**config.mk**
```make
export PLATFORM = sky130hd
export DESIGN_NAME = pgp_packet_header_parser_unit
export DESIGN_NICKNAME = d
export VERILOG_FILES = /design/src/rtl/pgph_pkg.sv /design/src/rtl/pgph_fsm.sv /design/src/rtl/pgp_packet_header_parser_unit.sv
export SDC_FILE = /design/constraint.sdc
export NUM_CORES = 1
export LEC_CHECK = 0
export BUFFER_PORTS_ARGS = -buffer_cell sky130_fd_sc_hd__buf_2
export CORE_AREA = 10 10 160 162
export DETAILED_ROUTE_END_ITERATION = 6
export DIE_AREA = 0 0 170 172
export HOLD_SLACK_MARGIN = 0.08
export SKIP_LAST_GASP = 1
export SLEW_MARGIN = 40
export SYNTH_ARGS = -nofsm -noshare
export SYNTH_HDL_FRONTEND = slang
export SYNTH_SLANG_ARGS = --single-unit
```
**constraint.sdc**
```tcl
create_clock -name clk -period 4.12 [get_ports clk]
set_input_delay 1.236 -clock clk [delete_from_list [all_inputs] [get_ports clk]]
set_output_delay 1.236 -clock clk [all_outputs]
set_load 0.02 [all_outputs]
```
**src/rtl/pgph_pkg.sv**
```systemverilog
// Shared types, codes and helpers for the packet header parser.
package pgph_pkg;

  localparam int unsigned BYTE_W    = 8;
  localparam int unsigned TAG_W     = 6;
  localparam int unsigned LEN_W     = 32;
  localparam int unsigned PHASE_W   = 3;
  localparam int unsigned LCNT_W    = 3;
  localparam int unsigned ROLE_W    = 2;
  localparam int unsigned ERR_W     = 3;
  localparam int unsigned IN_TDATA_W  = 8;
  localparam int unsigned OUT_TDATA_W = 56;
  localparam int unsigned OUT_TUSER_W = 3;

  localparam logic [PHASE_W-1:0] PH_HDR       = 3'd0;
  localparam logic [PHASE_W-1:0] PH_NEW_FIRST = 3'd1;
  localparam logic [PHASE_W-1:0] PH_NEW_TWO   = 3'd2;
  localparam logic [PHASE_W-1:0] PH_NEW_FOUR  = 3'd3;
  localparam logic [PHASE_W-1:0] PH_OLD_LEN   = 3'd4;
  localparam logic [PHASE_W-1:0] PH_BODY      = 3'd5;
  localparam logic [PHASE_W-1:0] PH_HUNT      = 3'd6;

  localparam logic [ROLE_W-1:0] ROLE_HDR     = 2'd0;
  localparam logic [ROLE_W-1:0] ROLE_BODY    = 2'd1;
  localparam logic [ROLE_W-1:0] ROLE_DISCARD = 2'd2;

  localparam logic [ERR_W-1:0] ERR_NONE      = 3'd0;
  localparam logic [ERR_W-1:0] ERR_NO_CTB    = 3'd1;
  localparam logic [ERR_W-1:0] ERR_PARTIAL   = 3'd2;
  localparam logic [ERR_W-1:0] ERR_INDET     = 3'd3;
  localparam logic [ERR_W-1:0] ERR_END_HDR   = 3'd4;
  localparam logic [ERR_W-1:0] ERR_END_BODY  = 3'd5;

  localparam logic [TAG_W-1:0] TAG_COMPRESSED = 6'd8;
  localparam logic [TAG_W-1:0] TAG_SYM_ENC    = 6'd9;
  localparam logic [TAG_W-1:0] TAG_LITERAL    = 6'd11;
  localparam logic [TAG_W-1:0] TAG_SYM_ENC_IP = 6'd18;

  localparam logic [BYTE_W-1:0] LEN_TWO_MIN  = 8'd192;
  localparam logic [BYTE_W-1:0] LEN_PART_MIN = 8'd224;
  localparam logic [BYTE_W-1:0] LEN_FIVE     = 8'd255;
  localparam logic [LCNT_W-1:0] LEN_FIVE_CNT = 3'd4;

  typedef struct packed {
    logic [PHASE_W-1:0] phase;
    logic [TAG_W-1:0]   tag;
    logic               fmt_new;
    logic [LEN_W-1:0]   accum;
    logic [LCNT_W-1:0]  len_left;
    logic [LEN_W-1:0]   body_left;
    logic               to_end;
  } pgph_state_t;

  typedef struct packed {
    logic [ERR_W-1:0]  err;
    logic              to_end;
    logic [LEN_W-1:0]  body_len;
    logic              fmt_new;
    logic [TAG_W-1:0]  tag;
    logic              body_last;
    logic              hdr_done;
    logic [ROLE_W-1:0] role;
    logic [BYTE_W-1:0] data;
  } pgph_result_t;

  function automatic logic tag_partial_ok(input logic [TAG_W-1:0] t);
    return t inside {TAG_COMPRESSED, TAG_SYM_ENC, TAG_LITERAL, TAG_SYM_ENC_IP};
  endfunction

  function automatic logic tag_indet_ok(input logic [TAG_W-1:0] t);
    return t inside {TAG_COMPRESSED, TAG_SYM_ENC, TAG_LITERAL};
  endfunction

endpackage

```
**src/rtl/pgph_fsm.sv**
```systemverilog
// Header framing state machine: state registers and per-byte next-state logic.
module pgph_fsm (
  input  logic                          clk,
  input  logic                          rst_n,
  input  logic                          step_en,
  input  logic [pgph_pkg::BYTE_W-1:0]   byte_in,
  input  logic                          last_in,
  output pgph_pkg::pgph_result_t        res
);
  import pgph_pkg::*;

  pgph_state_t        st_r, st_nxt;
  logic               discard, more, fin, fail, fin_end;
  logic [LEN_W-1:0]   fin_len;
  logic [ERR_W-1:0]   fail_code;
  logic [LEN_W-1:0]   acc_sh, bl_dec;
  logic [LCNT_W-1:0]  lcnt_dec;
  logic [TAG_W-1:0]   tag_old;

  always_comb begin
    st_nxt    = st_r;
    discard   = 1'b0;
    more      = 1'b0;
    fin       = 1'b0;
    fin_len   = '0;
    fin_end   = 1'b0;
    fail      = 1'b0;
    fail_code = ERR_NONE;
    acc_sh    = {st_r.accum[LEN_W-BYTE_W-1:0], byte_in};
    bl_dec    = (st_r.body_left != '0) ? st_r.body_left - 1'b1 : '0;
    lcnt_dec  = (st_r.len_left != '0) ? st_r.len_left - 1'b1 : '0;
    tag_old   = {2'b00, byte_in[5:2]};
    res           = '0;
    res.data      = byte_in;
    res.role      = ROLE_HDR;
    res.err       = ERR_NONE;

    case (st_r.phase)
      PH_NEW_FIRST: begin
        if (byte_in < LEN_TWO_MIN) begin
          fin     = 1'b1;
          fin_len = {{(LEN_W-BYTE_W){1'b0}}, byte_in};
        end else if (byte_in < LEN_PART_MIN) begin
          st_nxt.accum = {{(LEN_W-5){1'b0}}, byte_in[4:0]};
          st_nxt.phase = PH_NEW_TWO;
          more         = 1'b1;
        end else if (byte_in == LEN_FIVE) begin
          st_nxt.accum    = '0;
          st_nxt.len_left = LEN_FIVE_CNT;
          st_nxt.phase    = PH_NEW_FOUR;
          more            = 1'b1;
        end else if (tag_partial_ok(st_r.tag)) begin
          fin     = 1'b1;
          fin_len = {{(LEN_W-1){1'b0}}, 1'b1} << byte_in[4:0];
          fin_end = 1'b1;
        end else begin
          fail      = 1'b1;
          fail_code = ERR_PARTIAL;
        end
      end
      PH_NEW_TWO: begin
        fin     = 1'b1;
        fin_len = acc_sh + {{(LEN_W-BYTE_W){1'b0}}, LEN_TWO_MIN};
      end
      PH_NEW_FOUR, PH_OLD_LEN: begin
        st_nxt.accum    = acc_sh;
        st_nxt.len_left = lcnt_dec;
        if (lcnt_dec == '0) begin
          fin     = 1'b1;
          fin_len = acc_sh;
        end else begin
          more = 1'b1;
        end
      end
      PH_BODY: begin
        res.role     = ROLE_BODY;
        res.body_len = st_r.accum;
        res.to_end   = st_r.to_end;
        if (st_r.to_end) begin
          if (last_in) begin
            res.body_last = 1'b1;
            st_nxt.phase  = PH_HDR;
          end
        end else begin
          st_nxt.body_left = bl_dec;
          if (bl_dec == '0) begin
            res.body_last = 1'b1;
            st_nxt.phase  = PH_HDR;
          end else if (last_in) begin
            res.body_last = 1'b1;
            res.err       = ERR_END_BODY;
            st_nxt.phase  = PH_HDR;
          end
        end
      end
      default: begin
        if (!byte_in[7]) begin
          discard = 1'b1;
          if (st_r.phase == PH_HUNT) begin
            st_nxt.phase = last_in ? PH_HDR : PH_HUNT;
          end else begin
            fail      = 1'b1;
            fail_code = ERR_NO_CTB;
          end
        end else begin
          st_nxt.fmt_new = byte_in[6];
          if (byte_in[6]) begin
            st_nxt.tag   = byte_in[5:0];
            st_nxt.phase = PH_NEW_FIRST;
            more         = 1'b1;
          end else begin
            st_nxt.tag = tag_old;
            if (byte_in[1:0] == 2'b11) begin
              if (tag_indet_ok(tag_old)) begin
                fin     = 1'b1;
                fin_end = 1'b1;
              end else begin
                fail      = 1'b1;
                fail_code = ERR_INDET;
              end
            end else begin
              st_nxt.accum    = '0;
              st_nxt.len_left = LCNT_W'(3'd1 << byte_in[1:0]);
              st_nxt.phase    = PH_OLD_LEN;
              more            = 1'b1;
            end
          end
        end
      end
    endcase

    if (fin) begin
      res.hdr_done     = 1'b1;
      res.body_len     = fin_len;
      res.to_end       = fin_end;
      st_nxt.accum     = fin_len;
      st_nxt.body_left = fin_len;
      st_nxt.to_end    = fin_end;
      if (!fin_end && fin_len == '0) begin
        st_nxt.phase = PH_HDR;
      end else if (last_in) begin
        if (!fin_end) res.err = ERR_END_BODY;
        st_nxt.phase = PH_HDR;
      end else begin
        st_nxt.phase = PH_BODY;
      end
    end

    if (fail) begin
      res.err      = fail_code;
      st_nxt.phase = last_in ? PH_HDR : PH_HUNT;
    end

    if (more && last_in) begin
      res.err      = ERR_END_HDR;
      st_nxt.phase = PH_HDR;
    end

    if (discard) begin
      res.role    = ROLE_DISCARD;
      res.tag     = '0;
      res.fmt_new = 1'b0;
    end else begin
      res.tag     = st_nxt.tag;
      res.fmt_new = st_nxt.fmt_new;
    end
  end

  always_ff @(posedge clk) begin
    if (!rst_n) begin
      st_r <= '0;
    end else if (step_en) begin
      st_r <= st_nxt;
    end
  end

endmodule

```
**src/rtl/pgp_packet_header_parser_unit.sv**
```systemverilog
// A byte is held in the input register, framed, and its result held in the output register that drives out_*.
// Throughput: one byte per cycle while the output is not stalled; input and output registers
// let a byte be taken while a finished result still waits, if the input register is empty.
// The framing state is one register set updated once per byte.
// Reset (rst_n low, synchronous) empties both registers and returns the
// parser to expecting a header byte.
// Top level of the packet header parser.
module pgp_packet_header_parser_unit (
  input  logic                                clk,
  input  logic                                rst_n,
  input  logic                                in_tvalid,
  output logic                                in_tready,
  input  logic [pgph_pkg::IN_TDATA_W-1:0]     in_tdata,   // [7:0] in_byte
  input  logic                                in_tlast,   // stream_last
  output logic                                out_tvalid,
  input  logic                                out_tready,
  // [7:0] out_byte, [13:8] packet_tag, [14] new_format, [46:15] body_length,
  // [47] to_stream_end, [50:48] error_code, [55:51] zero
  output logic [pgph_pkg::OUT_TDATA_W-1:0]    out_tdata,
  output logic [pgph_pkg::OUT_TUSER_W-1:0]    out_tuser,  // [1:0] byte_role, [2] header_done
  output logic                                out_tlast   // body_last
);
  import pgph_pkg::*;

  logic               in_valid_r;
  logic [BYTE_W-1:0]  in_byte_r;
  logic               in_last_r;
  logic               out_valid_r;
  pgph_result_t       res_r;
  pgph_result_t       res;
  logic               adv, fire;

  assign adv       = !out_valid_r || out_tready;
  assign fire      = in_valid_r && adv;
  assign in_tready = !in_valid_r || adv;

  pgph_fsm u_fsm (
    .clk     (clk),
    .rst_n   (rst_n),
    .step_en (fire),
    .byte_in (in_byte_r),
    .last_in (in_last_r),
    .res     (res)
  );

  always_ff @(posedge clk) begin
    if (!rst_n) begin
      in_valid_r  <= 1'b0;
      out_valid_r <= 1'b0;
    end else begin
      if (in_tready) in_valid_r <= in_tvalid;
      if (adv) out_valid_r <= in_valid_r;
    end
  end

  always_ff @(posedge clk) begin
    if (in_tready && in_tvalid) begin
      in_byte_r <= in_tdata[BYTE_W-1:0];
      in_last_r <= in_tlast;
    end
    if (fire) res_r <= res;
  end

  assign out_tvalid = out_valid_r;
  assign out_tdata  = {5'b00000, res_r.err, res_r.to_end, res_r.body_len,
                       res_r.fmt_new, res_r.tag, res_r.data};
  assign out_tuser  = {res_r.hdr_done, res_r.role};
  assign out_tlast  = res_r.body_last;

endmodule

```
Word-level counts from Yosys, hierarchy flattened
Cells that the tools add are included.
Word-level totals
  flip-flop bits (word level): 144
  logic and storage cells: 182
Cells by class
  reduce and logical (&&, ||, !) cells: 30
  bitwise operators: 1
  $add $sub $neg: 3
  order comparisons: 2
  shift operators: 2
  mux-type cells: 94
  eq/ne operators: 30
Operators with widths (count)
  $mux 32: 10
  $mux 35: 4
  $pmux 35 s3: 1
  $pmux 32 s3: 1
  $mux 3: 28
  $mux 36: 2
  $logic_not 32->1: 2
  $mux 42: 1
  $mux 1: 34
  $mux 33: 1
  $add 32x8->32 const B: 1
  $reduce_bool 32->1: 1
  $shl 1x5->32 const A: 1
  $sub 32x1->32 const B: 1
  $eq 6x4->1 const B: 3
  $lt 8x8->1 const B: 2
  $eq 4x4->1 const B: 3
  $ne 4x1->1 const B: 3
  $eq 3x3->1 const B: 3
  $mux 9: 1
  $pmux 3 s3: 1
  $reduce_bool 3->1: 3
  $eq 8x8->1 const B: 1
  $mux 2: 4
  37 further kinds: 50

Logic depth before layout (Yosys ltp)
  word-level depth: 13
  gate-level depth with buffers: 14
  depth with buffers taken out: 11

Hierarchy
A second synthesis with hierarchy kept.
Second synthesis, totals
  cell total of the unflattened synthesis: 1049
  area total of the unflattened synthesis: 8570.7 sq um
Modules (own cells, without submodules)
  pgph_fsm: area an instance 6503.7 sq um, cells each 970, times used 1, sequential area each 1561.5 sq um
  pgp_packet_header_parser_unit: area an instance 2067.0 sq um, cells each 79, times used 1, sequential area each 1961.9 sq um

Least setup slack after synthesis
OpenSTA, ideal clock, no wires.
  path type: in2reg
  from: input out_tready
  to: register u_fsm.st_r[27] in the netlist's numbering
  path slack: 0.191 ns
  stages on the path: 9
  required time: 4.005 ns
  data arrival time: 3.814 ns
  buffers on the path: 2
  cells stage by stage: nor2b_1 > nand2b_1 > clkbuf_1 > inv_1 > o21ai_1 > clkbuf_1 > o21ai_0 > o21ai_0 > and2_1
Between the ends
  longest elaborated chain between the ends: 3
RTL lines
  from (decl): RTL line pgp_packet_header_parser_unit.sv:16  | input logic out_tready,
  $logic_or 1x1->1: RTL line pgp_packet_header_parser_unit.sv:33  | assign adv = !out_valid_r || out_tready;
  $logic_and 1x1->1: RTL line pgp_packet_header_parser_unit.sv:34  | assign fire = in_valid_r && adv;
  named net fire: RTL line pgp_packet_header_parser_unit.sv:31  | logic adv, fire;
  $reduce_and 3->1 (no line)
  to (signal assigned): RTL line pgph_fsm.sv:173  | st_r <= st_nxt;
  to (decl): RTL line pgph_fsm.sv:12  | pgph_state_t st_r, st_nxt;
The timed path passes the listed nets, and every way through them passes these cells.
A chain may end at the register's enable or synchronous reset.

Worst setup path after layout
  from: register u_fsm.st_r, in the netlist u_fsm.acc_sh[12]
  to: register res_r, in the netlist out_tdata[48] (data pin)
Between the ends
  longest elaborated chain between the ends: 7
RTL lines
  $add 32x8->32 / $mux 32 (equally long branches): RTL line pgph_fsm.sv:63, pgph_fsm.sv:68
  $pmux 32 s3 (*): RTL line pgph_fsm.sv:38  | case (st_r.phase)
  $logic_not 32->1 (*): RTL line pgph_fsm.sv:139  | if (!fin_end && fin_len == '0) begin
  $logic_and 1x1->1 (*): RTL line pgph_fsm.sv:139
  $mux 3 (*): RTL line pgph_fsm.sv:139
  $mux 36 (*): RTL line pgph_fsm.sv:132  | if (fin) begin
  $mux 3 (*): RTL line pgph_fsm.sv:149  | if (fail) begin
  to (signal assigned): RTL line pgp_packet_header_parser_unit.sv:61  | if (fire) res_r <= res;
  to (decl): RTL line pgp_packet_header_parser_unit.sv:29  | pgph_result_t res_r;
Every way passes the cells marked *; elsewhere a longest branch is shown, timed or not.

==> results.py <==
metrics = {
    "run_status": {
        "status": "finished clean",
    },
    "layout": {
        "final_cells": 1414,
        "final_nets": 1133,
        "final_area_um2": 10300,
        "drive_gt1_share_pct": 17.3,
        "diodes": 0,
        "area_growth_pct": 16.9,
    },
    "clock_tree": {
        "post_cts_buffers": 0,
        "clk_latency_ns": 0.43,
        "h-tree-depth": 4,
        "clock_path_buffers": 2,
        "cts_hold_buf": 0,
        "root_buffer": "clkbuf_16",
        "tritoncts": "built",
        "clkSinkCount": 144,
        "cts-resized-gates": 0,
        "cts.clk_slew.worst_paths_ns": 0.07,
        "cts_inserted_buffers": 17,
    },
    "synth": {
        "syn-cell-area_um2": 8790,
        "synthArstFlopShare_pct": 0,
        "yosysUniqueCellTypes": 82,
        "ys_seq_elements": 144,
        "yosys_warnings": 0,
        "synth-main-ff-cell": "dfxtp_1",
        "yosysTopAreaCellShare_pct": 21.9,
        "synth_common_cells": "nand2_1 (103), a21oi_1 (92), o21ai_0 (92), dfxtp_1 (80), nor2_1 (72)",
        "yosysMostFrequentCell": "nand2_1",
        "syn_inst": 1043,
        "yosysSeqAreaShare_pct": 40.1,
        "synth-edff-count": 64,
        "avgSynthCellArea_um2": 8.42,
        "synth.area.top_cells": "edfxtp_1 (22%), dfxtp_1 (18%), a21oi_1 (5.2%)",
        "yosysTopAreaCell": "edfxtp_1",
    },
    "worst_setup_path": {
        "worst-r2r-cell-count": 9,
        "cp-end-kind": "register",
        "crit_end": "out_tdata[48]",
        "r2r_slack_ns": 0.26,
        "r2r_end": "out_tdata[48]",
        "start_kind": "register",
        "arrival_ns": 4.03,
        "path_max_fanout": 10,
        "cp-startpoint": "u_fsm.acc_sh[12]",
        "critPathRequiredTime_ns": 4.29,
        "worstSetupPathType": "register to register",
        "r2r_start": "u_fsm.acc_sh[12]",
    },
    "routing": {
        "vias": 8700,
        "wl_per_cell_um": 22.0,
        "via_per_inst": 6.15,
        "drt_pass1_iterations": 6,
        "wl_um": 31000,
        "antenna_left": 0,
        "drt_iter0_drc": 1087,
        "drcViolationCount": 0,
    },
    "floorplan": {
        "coreArea_um2": 22400,
        "ioPinCount": 75,
        "die_x_um": 170,
        "rows": 55,
        "die_area_um2": 29200,
        "start_util_pct": 39.3,
        "die_h_um": 172,
    },
    "placement": {
        "place.gp.congestion": 1.01,
        "dpl_worst_slack_ns": 0.429,
        "dpl.cell_count": 1382,
        "dpl_cell_area_um2": 9670,
        "portBuffers": 69,
        "place.detailed.hpwl_um": 22500,
    },
    "sta": {
        "hold_viol": 0,
        "period_minus_slack_ns": 3.86,
        "skew_ns": 0.00841,
        "post-route-period-util_pct": 93.7,
        "timing.final.ws_setup_ns": 0.259,
        "clock.fmax_mhz": 259,
        "tns_ns": 0,
        "finalSetupViolations": 0,
        "final-max-slew-violation-count": 0,
        "tightest_slew_ns": 0.920,
        "relSlewSlack_pct": 38.0,
        "grt_setup_unrepaired": "no",
    },
    "global_routing": {
        "grt_max_degree": 50,
        "grt-ovfl-total": 0,
        "grtUsageTotal_pct": 21.2,
        "grt_pass1_vias": 8106,
        "antenna_found_initial": 0,
        "grt_pass1_wl_um": 48700,
    },
    "power_and_ir_drop": {
        "ir_drop_v": 0.000336,
        "pwr-share-clk_pct": 27.3,
        "power.internal_mw": 3.38,
        "p_leak_nw": 4.38,
        "p_switching_mw": 2.44,
        "seq_power_share_pct": 30.8,
        "p_comb_share_pct": 41.9,
        "total_power_mw": 5.82,
        "power_density_nw_per_um2": 566,
        "switching_share_pct": 41.9,
    },
    "min_path": {
        "hp-start": "u_fsm.st_r[35]",
        "hold_depth": 2,
        "min_path_type": "register to register",
    },
    "flow_run": {
        "drv_cap": 0,
    },
}
-- critical path: stages (launching register included) --
cell,delay [ns]
dfxtp_1,0.63
nand4_4,0.27
nor4_4,0.60
a31oi_1,0.17
a41o_1,0.25
a221o_1,0.37
nor4_1,0.53
nand4_1,0.36
o2111ai_2,0.31
nand3_1,0.10
-- cell families after synthesis --
family | after synthesis | synth area share, %
fa+ha+maj | 4 | 0.570
simple gates | 388 | 23.6
compound gates | 384 | 28.9
other cells | 1 | 0.0427
buf+inv | 108 | 5.23
xor+xnor | 6 | 0.598
flops | 144 | 40.1
mux | 8 | 0.926
-- flip-flops by register name, summed over array words and instances (netlist names) --
register and count:
u_fsm.st_r 54, out_tdata 51, out_tvalid 1, out_tuser 3, in_last_r 1, in_byte_r 8
out_tlast 1, in_valid_r 1, u_fsm.acc_sh 24
-- worst min path at each step --
stage	endpoint	slack (ns)
6_report	u_fsm.st_r[35]	0.48
5_1_grt	u_fsm.st_r[35]	0.51
4_1_cts	u_fsm.st_r[35]	0.48
3_5_place_dp	u_fsm.st_r[35]	0.47
3_3_place_gp	u_fsm.st_r[35]	0.47
2_1_floorplan	out_tdata[0]	0.42
-- metrics by stage --
stage / utilization (%) / hold slack [ns]
2_1_floorplan: - / 0.421
3_3_place_gp: 43.2 / 0.467
3_5_place_dp: 43.2 / 0.472
4_1_cts: 45.9 / 0.481
5_1_grt: 45.9 / 0.506
6_report: 45.9 / 0.484
-- per-layer routing --
layer	GRT usage (%)	part of all wire [%]	vias up
met5	0	0	-
met4	5.84	1.9	0
met3	3.58	8.0	53
met2	32.2	44	411
met1	30.1	46	4165
li1	-	-	4071
-- cells in the final DEF (no fill, tap or decap), types with 21 or more instances in the layout --
cell        n
dfxtp_1    80
buf_2      70
inv_1      21
nor3_1     35
a21oi_1    92
edfxtp_1   64
nor2_1     72
o211a_1    27
nand2_1   103
o21ai_0    91
a21o_1     37
buf_4      65
nand3_1    21
-- layout make-up --
class	instances	area (um2)
inverters	22	82.6
flip-flops and latches	144	3520
repair buffers	136	858
clock buffers	17	425
clock inverters	15	161
multi-input cells	795	4860
fillers	2184	12100
well taps	285	357
-- power groups by stage --
stage | logic (mW) | registers (mW) | clock network, mW
after detailed placement | 2.39 | 1.81 | 0
after floorplan | 1.71 | 1.77 | 0
after global routing | 2.67 | 1.81 | 1.67
final | 2.44 | 1.79 | 1.59
after CTS | 2.40 | 1.78 | 1.61
after global placement | 2.41 | 1.81 | 0
No activity file was read; power rests on OpenSTA's default activity.
